File: src/rtl/stgc_ram.sv
// ----------------------------------------------------------------------------
// stgc_ram
// Generic single-write, single-read RAM with registered read data.
// ----------------------------------------------------------------------------
module stgc_ram #(
	parameter int WIDTH = 8,
	parameter int DEPTH = 16
) (
	input  logic                     clk,
	input  logic                     we,
	input  logic [$clog2(DEPTH)-1:0] waddr,
	input  logic [WIDTH-1:0]         wdata,
	input  logic                     re,
	input  logic [$clog2(DEPTH)-1:0] raddr,
	output logic [WIDTH-1:0]         rdata
);

	logic [WIDTH-1:0] mem [DEPTH];

	always_ff @(posedge clk) begin
		if (we)
			mem[waddr] <= wdata;
		if (re)
			rdata <= mem[raddr];
	end

endmodule

File: config.mk
export PLATFORM = sky130hd
export DESIGN_NAME = stgc_ram
export DESIGN_NICKNAME = d
export VERILOG_FILES = /design/src/rtl/stgc_ram.sv
export SDC_FILE = /design/constraint.sdc
export NUM_CORES = 1
export LEC_CHECK = 0
export ABC_AREA = 1
export BUFFER_PORTS_ARGS = -buffer_cell sky130_fd_sc_hd__buf_2
export CAP_MARGIN = 30
export CORE_MARGIN = 5
export CORE_UTILIZATION = 50
export DETAILED_ROUTE_END_ITERATION = 12
export PLACE_DENSITY_LB_ADDON = 0.05
export SKIP_LAST_GASP = 1
export SLEW_MARGIN = 20
export SYNTH_ARGS = -nofsm -noshare
export SYNTH_HDL_FRONTEND = slang
export SYNTH_SLANG_ARGS = --single-unit
File: constraint.sdc
create_clock -name clk -period 2.75 [get_ports clk]
set_clock_uncertainty 0.05 [all_clocks]
set_input_delay 0.4125 -clock clk [delete_from_list [all_inputs] [get_ports clk]]
set_output_delay 0.4125 -clock clk [all_outputs]
set_load 0.05 [all_outputs]
==> metrics.txt, run 1 <==
CP max stage cell buf_2; post-synthesis sequential area ratio 69.85%; total routed wirelength approximately 13 mm; Distinct cells, synth 11; initial antenna violation count 0; maxcap violations 0; highest clock rate 0.5486 GHz; hold_buf cts 0; most common flop cell mapped by yosys edfxtp_1; Final Hold Fails 0; Worst slew margin about two fifths; Yosys top cell by area edfxtp_1; CTS tree built; Net Switching 0.9859 mW; power share of the clock group 41.1%; Core Region around 11000 µm²; Worst-Margin Slew 879.9 ps; WHS around 320 ps; RD Place Congestion just over 0.8; crit path time final roughly 1800 ps; Int Pwr around 3.5 mW; NumNets Final 596; WP data required between 2000 and 3000 ps; Root Driver clkbuf_16; row count 39; worst path cell trace buf_2 -> inv_2 -> nand3_1 -> nand3_1 -> nand3_1 -> nand2_1; worst min-delay path category in -> reg; outcome finished, final reports clean; RSZ-0062 raised after global routing false; final setup vio count 0; Worst Setup SP raddr[1]; later-pin clock latency in the skew report between 400 and 500 ps; DRT Pass-1 Iters 6; Placed Area 6025 µm²; I/O pins 27; min-delay src re; H-Tree Depth 4; critical-path maximum fanout 33; CTS Sinks approximately 140; Synth-to-Final Area Change 11.41%; Pins Over Slew Limit 0; WL per Instance 17.95 µm; leakage approximately 2.8 nW; setup bufs post-CTS 0; synth top area cells edfxtp_1, nand2_1, nand3_1, inv_1, buf_6; CP most frequent cell nand3_1; Die ar. 13960 µm²; number of global-route vias before repair about 3600; number of CTS-inserted buffers 17; internal reg-to-reg setup slack 1530 ps; post-synth top area share a little over two thirds; Logic pwr share between 6 and 7%; Setup WS post-layout 927.1 ps; FF/Latch Area around 4000 µm²; ANT cells 0; crit path to rdata[5]$_DFFE_PP_; Ys Warns 0; CTS Buffer Depth 2; Yosys reg bits 136; first-pass GRT wire length between 20 and 25 mm; Initial Util 51.21%; Clock transition at path regs approximately 50 ps; layout cells sized above 1 a little under a tenth; total power divided by cell area a little under 700 nW/µm²; Worst Setup Start Kind input pin; critical path type in -> reg; sequential power share 52.1%; Die Ht between 100 and 150 µm; Post-CTS Resized 0; Final TNS setup 0 ps; Cells after Synth 551; Async S/R FF share, synth 0%; Crit path arrival time ~1900 ps; dpl hpwl between 8 and 9 mm; dpl ws between 500 and 600 ps; Tcrit/Tclk final roughly 66%; most frequent cells after synthesis nand2_1, edfxtp_1, inv_1; vias per inst just over 5; # fillers slightly below 1000; number of flops mapped to enable cells by yosys 136; Max IR drop VDD between 0.0004 and 0.0005 V; Mapped Area a little under 6000 µm²; RR Endpoint rdata[6]$_DFFE_PP_; DRC Markers 0; Iter 0 DRT Violations about 390; area of the multi-input gates 1214 µm²; Sw Ratio roughly 22%; FF-to-FF Start mem[1][6]$_DFFE_PP_; Syn Area/Cell around 11 µm²; Overflow after GRT 0; final instance area around 6500 µm²; Global Route Usage Sum around a fifth; Die Wd between 100 and 150 µm; largest net degree at the start of global routing 65; Mapped Nets 570; antenna viol nets, final 0; via count 3693; count leader, synth nand2_1; Port Buffers 26; CP endpoint kind register; CP max stage delay about 520 ps; r2r worst-path depth 6
layout by cell type (no fill, tap or decap), types with 2 or more instances in the layout:
master and count:
inv_2 2, clkinv_2 3, buf_2 26, nand3b_1 2
edfxtp_1 136, inv_1 100, clkbuf_1 4, buf_4 4
nand3_1 97, clkinv_1 3, clkbuf_16 17, nand2_1 173
nor2_1 17
stage by stage:
step	power (mW)	cells	util [%]
finish	4.510	729	57.05
global route	4.685	729	57.05
CTS	4.544	727	56.91
detailed placement	2.700	699	52.76
global placement	2.699	699	52.76
floorplan	2.588	551	-
how the worst min path moves through the flow:
stage | endpoint | slack [ps] | cells after the start
6_report | rdata[3]$_DFFE_PP_ | 320 | 1
5_1_grt | rdata[3]$_DFFE_PP_ | 310 | 1
4_1_cts | rdata[3]$_DFFE_PP_ | 300 | 1
3_5_place_dp | rdata[7]$_DFFE_PP_ | 700 | 6
3_3_place_gp | rdata[1]$_DFFE_PP_ | 680 | 6
2_1_floorplan | mem[0][0]$_DFFE_PP_ | 460 | 0
final cells by class:
class	count	area share, %
Sequential cell	136	62.70
Multi-Input combinational cell	289	18.63
Clock buffer	21	6.761
Inverter	102	5.878
Timing Repair Buffer	31	2.766
Tap cell	143	2.747
Clock inverter	7	0.5186
metal layers:
| layer | up-vias | track usage, % | share of wire [%] |
|---|---|---|---|
| li1 | 1831 | - | - |
| met5 | - | 0 | 0 |
| met3 | 21 | 5.062 | 4.7 |
| met2 | 116 | 30.38 | 48 |
| met1 | 1725 | 26.24 | 46 |
| met4 | 0 | 6.380 | 1.7 |
critical path, delay by kind of cell:
kind,cells,cell delay (ps)
buf+inv,2,960
simple gates,4,530
power groups by stage:
stage	Combinational (mW)	Sequential, mW	Clock [mW]
CTS	0.309	2.35	1.88
floorplan	0.164	2.42	0
detailed placement	0.308	2.39	0
global route	0.336	2.35	2.00
finish	0.307	2.35	1.85
global placement	0.307	2.39	0
cells by family after synthesis:
group         Yosys count  share of synthesized area, %
buf+inv               126                         9.394
simple gates          289                         20.76
flops                 136                         69.85
registers in the layout, indices dropped and copies added, names as in the netlist:
register	cells
rdata	8
mem	128
Power figures use the tool's default switching activity.
==> inputs of run 2 (changes only) <==
- clock period: 2.75 -> 1.76 ns (I/O delays scaled with it)
==> metrics.txt, run 2 (synthesis results as in run 1) <==
Initial Util 51.21% (unchanged); WP depth 1 (-5); largest net degree at the start of global routing 65 (unchanged); NumNets Final 615 (+3.2%); # fillers 960 (-3.2%); FF-to-FF Start mem[7][5]$_DFFE_PP_; worst path cell trace buf_2; r2r worst-path depth 6 (unchanged); layout cells sized above 1 12.81% (+3.6 points); FF/Latch Area 4084 µm² (unchanged); Top Registers mem: 128 flops, rdata: 8 flops; row count 39 (unchanged); Root Driver clkbuf_16; later-pin clock latency in the skew report 420 ps (about the same); first-pass GRT wire length 20.36 mm (+0.31%); Worst Setup Start Kind register; CP max stage delay 370 ps (-150 ps); leakage 2.977 nW (+6.7%); Synth-to-Final Area Change 16.95%; grt met3 use 5.492% (+0.43 points); CTS Sinks 136 (unchanged); DRT Pass-1 Iters 5 (-1); crit path to rdata[0]; internal reg-to-reg setup slack 550 ps (-980 ps); CP endpoint kind output pin; RSZ-0062 raised after global routing false; Clock transition at path regs 60 ps (about the same); dpl hpwl 8.330 mm (+0.65%); Max IR drop VDD 0.0007718 V (+83%); GR Layer Usage met1 26.34% (+0.11 points); highest clock rate between 0.7 and 0.8 GHz; number of global-route vias before repair 3584 (-0.33%); H-Tree Depth 4 (unchanged); DRC Markers 0 (unchanged); CP top delay family flip-flops; max FFs per register 128 (unchanged); Post-CTS Resized 0 (unchanged); vias per inst 5.048 (-0.35%); RD Place Congestion 0.8415 (+4.6%); CP bufs+invs 1 (-1); Tcrit/Tclk final 78.76%; critical path type reg -> out; Worst Setup SP rdata[0]$_DFFE_PP_; I/O pins 27 (unchanged); worst min-delay path category in -> reg; Final TNS setup 0 ps (unchanged); Iter 0 DRT Violations 367 (-6.4%); number of CTS-inserted buffers 17 (unchanged); final setup vio count 0 (unchanged); hold_buf cts 0 (unchanged); Die Wd 118.1 µm (unchanged); Worst slew margin 59.08% (+18 points); Crit path arrival time 1070 ps (-860 ps); Final Hold Fails 0 (unchanged); Die Ht 118.1 µm (unchanged); critical-path maximum fanout 1 (-97%); maxcap violations 0 (unchanged); setup bufs post-CTS 0 (unchanged); WL per Instance 17.73 µm (-1.2%); Global Route Usage Sum 19.69% (+0.41 points); Die ar. 13960 µm² (unchanged); Overflow after GRT 0 (unchanged); RR Endpoint rdata[5]$_DFFE_PP_; Most Used Layer, Global Route met2; Port Buffers 26 (unchanged); Inst Count DP 720 (+3.0%); crit path time final 1386 ps; Pins Over Slew Limit 0 (unchanged); antenna viol nets, final 0 (unchanged); commonest non-fill, non-tap cells in the layout nand2_1, edfxtp_1, inv_1, nand3_1, buf_2; outcome finished, final reports clean; ANT cells 0 (unchanged); met2 global-route usage 31.08% (+0.70 points); final std cells w/o fill 752 (+3.2%); initial antenna violation count 0 (unchanged); Worst-Margin Slew 612.9 ps (-267.0 ps); WP data required 1450 ps (-1410 ps); area of the multi-input gates 1214 µm² (unchanged); Core Region 11420 µm² (unchanged); total power divided by cell area 1155 nW/µm² (+67%); largest reg by FF count mem; CP max stage cell edfxtp_1; CTS tree built; via count 3796 (+2.8%); CTS Buffer Depth 2 (unchanged); commonest non-fill, non-tap cell in the layout nand2_1; total routed wirelength 13.34 mm (+1.9%)
-- run 2: cell count changes in the layout (fill, tap and decap cells not counted) --
cell / change
clkinv_1: -1
buf_4: +16
buf_12: +3
bufinv_16: +5
clkinvlp_4: -1
clkinv_2: +1
-- run 2: cell type report --
type / instances / share of cell area (%)
tap: 143 / 2.617
sequential: 136 / 59.73
multi-input combinational: 289 / 17.75
inverter: 102 / 5.599
timing repair buffer: 50 / 5.270
clock inverter: 11 / 2.598
clock buffer: 21 / 6.441
-- run 2: worst min-delay path by stage --
stage / slack (ps) / from / endpoint / cells after the start
CTS: 160 / re / rdata[1]$_DFFE_PP_ / 1
finish: 180 / re / rdata[1]$_DFFE_PP_ / 1
global route: 150 / re / rdata[3]$_DFFE_PP_ / 1
detailed placement: 590 / re / rdata[1]$_DFFE_PP_ / 1
global placement: 590 / re / rdata[1]$_DFFE_PP_ / 1
floorplan: 310 / wdata[0] / mem[0][0]$_DFFE_PP_ / 0
-- run 2: metal layers --
layer	up-vias	routed length, µm
met5	-	0
met4	0	288
met3	22	775
met2	111	6457
met1	1787	5813
li1	1876	-
-- run 2: stage by stage --
stage / hold slack, ps / power (mW) / cell area [µm²] / setup WS, ps / util [%]
2_1_floorplan: 312.9 / 4.044 / 5847 / 495.2 / -
3_3_place_gp: 589.7 / 4.248 / 6220 / 225.2 / 54.47
3_5_place_dp: 593.8 / 4.253 / 6220 / 203.4 / 54.47
4_1_cts: 157.8 / 7.953 / 6838 / 357.9 / 59.88
5_1_grt: 153.3 / 8.171 / 6838 / 333.3 / 59.88
6_report: 175.0 / 7.896 / 6838 / 373.8 / 59.88
-- run 2: power by group --
group	switching (mW)	total (mW)	internal, mW
clock	1.22	3.71	2.49
combinational	0.368	0.508	0.140
sequential	0.0216	3.67	3.65
total	1.61	7.90	6.28
==> inputs of run 3 (changes only) <==
- clock period: 1.76 -> 1.2 ns (I/O delays scaled with it)
==> metrics.txt, run 3 (synthesis results as in run 1) <==
outcome finished, violations left; failing checks setup timing; sequential power share 51.1% (+4.6 points); Worst Setup Start Kind register; Logic pwr share 8.0% (+1.6 points); Port Buffers 26 (unchanged); first-pass GRT wire length 21.54 mm (+5.8%); RD Place Congestion 0.8200 (-2.6%); largest net degree at the start of global routing 38 (-42%); Max IR drop VDD 0.001228 V (+59%); Iter 0 DRT Violations 366 (-0.27%); Top Registers mem: 128 flops, rdata: 8 flops; Int Pwr 8.215 mW (+31%); DRT Pass-1 Iters 5 (unchanged); CTS Buffer Depth 2 (unchanged); highest clock rate around 0.8 GHz; initial antenna violation count 0 (unchanged); CP endpoint kind output pin; leakage 3.032 nW (+1.8%); Die Wd 118.1 µm (unchanged); NumNets Final 627 (+2.0%); number of global-route vias before repair 3844 (+7.3%); Overflow after GRT 0 (unchanged); later-pin clock latency in the skew report 410 ps (about the same); worst min-delay path category in -> reg; hold_buf cts 0 (unchanged); Global Route Usage Sum 20.66% (+0.97 points); commonest non-fill, non-tap cells in the layout nand2_1, edfxtp_1, inv_1, nand3_1, buf_4; Inst Count DP 732 (+1.7%); Final Hold Fails 0 (unchanged); total routed wirelength 13.61 mm (+2.1%); WHS 95.40 ps (-79.61 ps); Initial Util 51.21% (unchanged); CP max stage delay 440 ps (+70 ps); WP data required 970 ps (-480 ps); total power divided by cell area 1515 nW/µm² (+31%); commonest non-fill, non-tap cell in the layout nand2_1; CP bufs+invs 1 (unchanged); Die ar. 13960 µm² (unchanged); H-Tree Depth 4 (unchanged); I/O pins 27 (unchanged); Die Ht 118.1 µm (unchanged); final std cells w/o fill 764 (+1.6%); Worst slew margin 71.76% (+13 points); Net Switching 2.344 mW (+45%); via count 3897 (+2.7%); CP max stage cell edfxtp_1; Sw Ratio 22.20% (+1.8 points); dpl hpwl 8.750 mm (+5.0%); CP top delay family flip-flops; Clock transition at path regs 50 ps (about the same); Pins Over Slew Limit 0 (unchanged); largest reg by FF count mem; Setup WS post-layout -67.92 ps (-441.7 ps); Synth-to-Final Area Change 19.22%; final instance area 6970 µm² (+1.9%); ANT cells 0 (unchanged); row count 39 (unchanged); maxcap violations 0 (unchanged); max FFs per register 128 (unchanged); Root Driver clkbuf_16; number of CTS-inserted buffers 17 (unchanged); RSZ-0062 raised after global routing true; Crit path arrival time 1040 ps (-30 ps); power share of the clock group 40.9% (-6.1 points); Tcrit/Tclk final 105.7%; vias per inst 5.101 (+1.0%); crit path time final 1268 ps; antenna viol nets, final 0 (unchanged); worst path cell trace buf_6; Worst-Margin Slew 423.5 ps (-189.4 ps); critical-path maximum fanout 1 (unchanged); critical path type reg -> out; Placed Area 6347 µm² (+2.1%); CTS Sinks 136 (unchanged); final setup vio count 6 (+6); Core Region 11420 µm² (unchanged); layout cells sized above 1 16.10% (+3.3 points); WL per Instance 17.82 µm (+0.47%); DRC Markers 0 (unchanged); CTS tree built
[run 3: changes by cell type in the layout (fill, tap and decap cells not counted), moves of 5 or more]
cell       change
bufinv_16      -5
nand3_1       -18
buf_4          +9
clkinv_1       +5
nand3_2       +18
buf_2          -8
buf_6          +8
[run 3: power groups by stage]
stage                     logic (mW)  registers (mW)  clock network (mW)
after floorplan                0.375            5.56                   0
after global placement         0.788            5.48                   0
after detailed placement       0.798            5.49                   0
after CTS                      0.828            5.40                4.37
after global routing           0.931            5.40                4.61
final                          0.843            5.40                4.32
[run 3: area by class of cell]
cell class,instances,area [µm²]
fill,963,4448
sequential,136,4084
multi-input combinational,289,1304
timing repair buffer,62,538.0
clock buffer,24,451.7
inverter,102,382.9
tap,143,178.9
clock inverter,8,31.28
[run 3: path summary, 6_finish.rpt]
path / end / slack [ps] / cells past startpoint / from
hold / removal: rdata[5]$_DFFE_PP_ / 100 / 1 / re
setup reg to reg: rdata[4]$_DFFE_PP_ / 60 / 6 / mem[11][4]$_DFFE_PP_
setup / recovery: rdata[0] / -70 / 1 / rdata[0]$_DFFE_PP_
hold reg to reg: rdata[6]$_DFFE_PP_ / 700 / 6 / mem[4][6]$_DFFE_PP_
[run 3: what timing repair did]
item / 4_1_cts / 5_1_grt
setup buffers: 0 / 0
endpoints found under the setup margin: 8 / 16
pin swaps: 0 / 2
resized for setup: 16 / 18
cloned: 0 / 0
[run 3: per-layer routing]
metal | GRT usage [%] | wire length [µm] | vias up
li1 | - | - | 1899
met1 | 28.19 | 6269 | 1862
met2 | 32.03 | 6352 | 107
met3 | 4.441 | 620 | 29
met4 | 9.247 | 369 | 0
met5 | 0 | 0 | -
[run 3: stage by stage]
stage / utilization (%) / setup WS (ps) / setup TNS (ps) / total power, mW
floorplan: - / 19.16 / 0 / 5.931
global placement: 55.59 / -260.5 / -2696 / 6.272
detailed placement: 55.59 / -257.3 / -3419 / 6.284
CTS: 60.26 / -85.64 / -416.1 / 10.60
global route: 61.05 / -99.30 / -559.9 / 10.94
finish: 61.05 / -67.92 / -317.3 / 10.56
